<file path="src/design/mptw_pkg.sv">
`default_nettype none

package mptw_pkg;

    localparam int OFFSET_BITS = 12;
    localparam int LEVEL_COUNT = 4;
    localparam int FRAME_COUNT = 256;

    localparam int INDEX_BITS  = OFFSET_BITS - 3;
    localparam int FRAME_BITS  = (FRAME_COUNT > 1) ? $clog2(FRAME_COUNT) : 1;
    localparam int FREE_W      = FRAME_BITS + 1;
    localparam int ENTRY_W     = FRAME_BITS + 1;
    localparam int ADDR_W      = FRAME_BITS + INDEX_BITS;
    localparam int STORE_DEPTH = FRAME_COUNT * (2 ** INDEX_BITS);
    localparam int LEVEL_W     = (LEVEL_COUNT > 1) ? $clog2(LEVEL_COUNT) : 1;
    localparam int VPN_W       = LEVEL_COUNT * INDEX_BITS;

    localparam int VA_W        = 48;
    localparam int PA_W        = 20;
    localparam int STATUS_W    = 2;
    localparam int CMD_W       = 1;
    localparam int S_TDATA_W   = ((VA_W + 7) / 8) * 8;
    localparam int M_TDATA_W   = ((PA_W + STATUS_W + 7) / 8) * 8;

    typedef enum logic [CMD_W-1:0] {
        CMD_TRANSLATE = 1'b0,
        CMD_ALLOCATE  = 1'b1
    } command_t;

    typedef enum logic [STATUS_W-1:0] {
        STATUS_OK       = 2'd0,
        STATUS_FAULT    = 2'd1,
        STATUS_NO_FRAME = 2'd2
    } status_t;

    typedef enum logic [2:0] {
        ST_CLEAR,
        ST_IDLE,
        ST_START,
        ST_READ,
        ST_CHECK,
        ST_FINISH
    } state_t;

    typedef struct packed {
        logic    accept;
        logic    clear;
        logic    root_take;
        logic    follow;
        logic    fill;
        logic    res_load;
        status_t res_status;
        logic    out_load;
    } dp_cmd_t;

    typedef struct packed {
        logic cmd_alloc;
        logic root_present;
        logic pool_empty;
        logic entry_valid;
        logic last_level;
        logic clear_done;
        logic out_free;
    } dp_stat_t;

endpackage

`default_nettype wire

</file>
<file path="src/design/mptw_ctrl.sv">
`default_nettype none

module mptw_ctrl (
    input  wire logic               clk,
    input  wire logic               rst_n,
    input  wire logic               in_valid,
    output logic                    in_ready,
    input  wire mptw_pkg::dp_stat_t stat,
    output mptw_pkg::dp_cmd_t       cmd
);

    mptw_pkg::state_t state_reg;
    mptw_pkg::state_t state_next;

    always_ff @(posedge clk or negedge rst_n)
    begin
        if (!rst_n)
        begin
            state_reg <= mptw_pkg::ST_CLEAR;
        end
        else
        begin
            state_reg <= state_next;
        end
    end

    always_comb
    begin
        state_next     = state_reg;
        cmd            = '0;
        cmd.res_status = mptw_pkg::STATUS_OK;
        in_ready       = 1'b0;
        case (state_reg)
            mptw_pkg::ST_CLEAR:
            begin
                cmd.clear = 1'b1;
                if (stat.clear_done)
                begin
                    state_next = mptw_pkg::ST_IDLE;
                end
            end
            mptw_pkg::ST_IDLE:
            begin
                in_ready = 1'b1;
                if (in_valid)
                begin
                    cmd.accept = 1'b1;
                    state_next = mptw_pkg::ST_START;
                end
            end
            mptw_pkg::ST_START:
            begin
                if (stat.root_present)
                begin
                    state_next = mptw_pkg::ST_READ;
                end
                else if (!stat.cmd_alloc)
                begin
                    cmd.res_load   = 1'b1;
                    cmd.res_status = mptw_pkg::STATUS_FAULT;
                    state_next     = mptw_pkg::ST_FINISH;
                end
                else if (stat.pool_empty)
                begin
                    cmd.res_load   = 1'b1;
                    cmd.res_status = mptw_pkg::STATUS_NO_FRAME;
                    state_next     = mptw_pkg::ST_FINISH;
                end
                else
                begin
                    cmd.root_take = 1'b1;
                    state_next    = mptw_pkg::ST_READ;
                end
            end
            mptw_pkg::ST_READ:
            begin
                state_next = mptw_pkg::ST_CHECK;
            end
            mptw_pkg::ST_CHECK:
            begin
                if (stat.entry_valid || (stat.cmd_alloc && !stat.pool_empty))
                begin
                    cmd.follow = stat.entry_valid;
                    cmd.fill   = !stat.entry_valid;
                    if (stat.last_level)
                    begin
                        cmd.res_load   = 1'b1;
                        cmd.res_status = mptw_pkg::STATUS_OK;
                        state_next     = mptw_pkg::ST_FINISH;
                    end
                    else
                    begin
                        state_next = mptw_pkg::ST_READ;
                    end
                end
                else
                begin
                    cmd.res_load   = 1'b1;
                    cmd.res_status = stat.cmd_alloc ? mptw_pkg::STATUS_NO_FRAME
                                                    : mptw_pkg::STATUS_FAULT;
                    state_next     = mptw_pkg::ST_FINISH;
                end
            end
            mptw_pkg::ST_FINISH:
            begin
                if (stat.out_free)
                begin
                    cmd.out_load = 1'b1;
                    state_next   = mptw_pkg::ST_IDLE;
                end
            end
            default:
            begin
                state_next = mptw_pkg::ST_IDLE;
            end
        endcase
    end

    a_accept_idle: assert property (@(posedge clk) disable iff (!rst_n)
        cmd.accept |=> state_reg == mptw_pkg::ST_START)
        else $error("accepted item did not start a walk");

    a_no_accept_clear: assert property (@(posedge clk) disable iff (!rst_n)
        state_reg == mptw_pkg::ST_CLEAR |-> !in_ready && !cmd.fill && !cmd.root_take)
        else $error("activity during clearing pass");

    a_one_write_source: assert property (@(posedge clk) disable iff (!rst_n)
        $countones({cmd.clear, cmd.fill, cmd.root_take}) <= 1)
        else $error("conflicting table updates");

endmodule

`default_nettype wire

</file>
<file path="config.mk">
export PLATFORM = sky130hd
export DESIGN_NAME = mptw_ctrl
export DESIGN_NICKNAME = d
export VERILOG_FILES = /design/src/design/mptw_pkg.sv /design/src/design/mptw_ctrl.sv
export SDC_FILE = /design/constraint.sdc
export NUM_CORES = 1
export LEC_CHECK = 0
export BUFFER_PORTS_ARGS = -buffer_cell sky130_fd_sc_hd__buf_2
export CORE_AREA = 10 10 47 49
export DETAILED_ROUTE_END_ITERATION = 8
export DIE_AREA = 0 0 57 59
export SETUP_SLACK_MARGIN = 0.05
export SLEW_MARGIN = 20
export SYNTH_ARGS = -nofsm -noshare
export SYNTH_HDL_FRONTEND = slang
export SYNTH_SLANG_ARGS = --single-unit
</file>
<file path="constraint.sdc">
create_clock -name clk -period 2.05 [get_ports clk]
set_clock_uncertainty 0.2 [all_clocks]
set_input_delay 0.1025 -clock clk [delete_from_list [all_inputs] [get_ports clk]]
set_output_delay 0.1025 -clock clk [all_outputs]
set_load 0.03 [all_outputs]
</file>
Word level (Yosys, flattened, before mapping) --
Index checks and enable logic that the tools add are counted.
Cells by class: mux-type cells 28, reductions and logical operators 6, equality and inequality tests 8
Operator list (count):
- 3-bit 2-to-1 mux | 13
- 3-bit one-hot mux with 6 select lines | 1
- 1-bit 2-to-1 mux | 10
- 3-bit by 2-bit equality test with 1-bit output (second input constant) | 2
- 3-bit equality test (second input constant) | 2
- 2-bit 2-to-1 mux | 3
- 2-bit inequality test (second input constant) | 3
- 3-bit one-hot mux with 2 select lines | 1
- 3-bit by 1-bit equality test with 1-bit output (second input constant) | 1
- 3-bit logical NOT | 1
- 3-bit AND reduction | 1
- 1-bit logical NOT | 2
- 1-bit logical AND | 1
- 1-bit logical OR | 1
Storage, ports and cells: register bits after elaboration 3, bits of input ports 10, logic and storage cells 43, output and inout bits 10

Logic depth before layout (Yosys ltp) --
depth in word-level cells 5, mapped depth 4, gate-level depth less buffers 3

Least setup slack after synthesis --
No wires, ideal clock.
path kind register to output, from register state_reg[0], to output cmd[3] (netlist bit), buffers on the path 0, arrival time 1307 ps, path slack 441 ps, cell stages (with the launch flop) 4, data required time 1747 ps, cells stage by stage dfrtp_1 -> nor4b_2 -> a31oi_2 -> o21ai_1
RTL lines:
- start: declaration | line mptw_ctrl.sv:12 | mptw_pkg::state_t state_reg;
- start signal: assignment | line mptw_ctrl.sv:19 | state_reg <= mptw_pkg::ST_CLEAR;
- start signal: assignment | line mptw_ctrl.sv:23 | state_reg <= state_next;
- end: declaration | line mptw_ctrl.sv:9 | output mptw_pkg::dp_cmd_t cmd

==> impl_metrics.ini <==
[outcome]
outcome = complete, no violations

[sta]
relSlewSlack_pct = 71.4
drv_slew = 0
final_hold_viol_count = 0
worst_slew_pin_slew_ns = 0.429
setup_tns_ns = 0
clock.fmax_mhz = 544
setup_viol = 0
rsz0062_at_grt = false
fin_crit_sh_pct = 89.6
setup_slack_ns = 0.212
period_minus_slack_ns = 1.84

[detailed_routing]
drt_iter0_markers = 1
ant_nets = 0
dr.pass1.iters = 2
wirelength_um = 877
drc = 0
wl_per_cell_um = 11.4
vias = 342
vias_per_cell = 4.44

[clock_network]
root_buffer = clkbuf_4
cts_num_sinks = 3
numCtsBuffers = 3
clockBufferDepth = 2
h-tree-depth = 1
clkLatencyLatePin_ns = 0.23
clk_pin_slew_worst_paths_ns = 0.04
tritoncts = yes
postCtsSetupRepairBufs = 0

[global_routing]
grt_pass1_wl_um = 1480
grt_max_degree = 13
antenna_found_initial = 0
grt_pass1_vias = 351
grt.total_usage_pct = 5.52
overflow = 0

[floorplanning]
rows = 14
ioPinCount = 20
die_y_um = 59
initial_core_util_pct = 21.9
die_x_um = 57
die-area_um2 = 3360
core_area_um2 = 1400

[critical_path]
rr_worst_depth = 3
timing.rr.start = state_reg[1]
crit_family = flip-flops
r2r_slack_ns = 0.62
crit_type = register to primary output
r2r_end = state_reg[2]
arrival_ns = 1.54
path_cells = nor4b_2 -> a31oi_2 -> o21ai_1 -> buf_2
start_kind = register
path_depth = 4
crit_slowest_cell = dfrtp_1
max_stage_delay_ns = 0.52
cp.required_ns = 1.75
crit_buf_inv = 1
cp-end-kind = primary output
critPathMaxFanout = 12

[layout]
largest_reg_flops = 3
final_nets = 72
diodes = 0
final_cells = 77
drive_above_1_share_pct = 47.5
area_growth_pct = 62.0

[synth]
synth.area.mux_share_pct = 0
synth_nets = 43
synth-seq-area-share_pct = 24.5
syn-cell-area_um2 = 307
synthXorXnorAreaFrac_pct = 0
netlist_instances = 33
avgSynthCellArea_um2 = 9.29
synth_compound_area_share_pct = 20.4
ys_warn_count = 0
synth_seq_cells = 3
synth-simple-area-share_pct = 49.0
ys_types = 24
yosys.area_share.adder_pct = 0
synth_top_family_by_area = simple AND/OR/NAND/NOR gates

[worst_hold_path]
worstHoldStart = stat[3]
hp-class = input pin to register
worstHoldEndpoint = state_reg[1]
min_path_cells = 3

[power]
leakage_nw = 0.256
p_per_area_nw_per_um2 = 1130
ir_drop_uv = 440

[placement]
port_buffers = 19
dp_cells = 67
dp_hpwl_um = 724
pre_cts_slack_ns = 0.440
place_congestion = 0.750

[flow_run]
max-cap-violations = 0
cells by family after synthesis:
kind of cell           Yosys count
AND/OR/NAND/NOR                 19
AO/OA/AOI/OAI                    8
flip-flops                       3
buffers and inverters            3
what timing repair did:
item	CTS	global route
gates resized for setup	0	0
hold buffers	6	0
setup endpoints to repair	0	0
endpoints found under the hold margin	6	0
worst max path at each step:
stage                 startpoint     end  slack (ns)
floorplan           state_reg[0]  cmd[3]        0.44
global route        state_reg[1]  cmd[3]        0.06
finish              state_reg[1]  cmd[3]        0.21
detailed placement  state_reg[1]  cmd[3]        0.44
global placement    state_reg[1]  cmd[3]        0.48
CTS                 state_reg[1]  cmd[3]        0.19
report_power, final:
part / total [mW] / switching [mW] / internal (mW)
logic: 0.307 / 0.171 / 0.136
clock network: 0.103 / 0.0304 / 0.0729
registers: 0.153 / 0.0690 / 0.0838
total: 0.563 / 0.270 / 0.293
cell usage after synthesis (all sizes together):
library cell  instances  area [um2]
buf                   1        11.3
a21o                  1        7.51
nor2                  3        11.3
and2                  2        15.0
dfrtp                 3        75.1
o21ai                 3        15.0
nor3b                 3        38.8
nor4b                 1        15.0
nand3b                1        7.51
and4                  1        8.76
and3b                 1        8.76
inv                   2        7.51
and2b                 2        15.0
o211ai                3        27.5
and4b                 1        11.3
or3                   1        6.26
a31oi                 1        12.5
nor3                  1        5.00
nand2                 2        7.51
placed cells by master (no fill, tap or decap), drive strengths merged, types with 2 or more instances in the layout:
master / count
and2: 2
and2b: 2
buf: 19
clkbuf: 4
dfrtp: 3
dlygate4sd3: 6
inv: 2
nand2: 2
nor2: 3
nor3b: 3
o211ai: 3
o21ai: 3
per-stage QoR:
stage,hold slack [ns],power [mW],utilization (%),area (um2)
after global routing,0.0344,0.607,35.4,497
after detailed placement,-0.299,0.459,29.3,410
final,0.0120,0.563,35.4,497
after CTS,0.0126,0.575,35.4,497
after global placement,-0.301,0.453,29.3,410
after floorplan,-0.393,0.387,-,307
worst reg2reg max path, stage by stage, from the launching register on:
cell,delay (ns)
dfrtp_1,0.52
nor4b_2,0.33
a31oi_2,0.09
o211ai_2,0.19
layer usage:
layer / up-vias / GRT usage [%] / wire length [um]
li1: 180 / - / -
met1: 155 / 5.90 / 402
met2: 7 / 8.99 / 455
met3: 0 / 2.36 / 19
met4: 0 / 3.02 / 0
met5: - / 0 / 0
cell type report:
type / instances / area [um2]
fillers: 155 / 905
multi-input cells: 27 / 213
repair buffers: 25 / 155
flip-flops and latches: 3 / 75.1
clock buffers: 4 / 26.3
well taps: 16 / 20.0
inverters: 2 / 7.51
(Power assumes the default switching activity.)
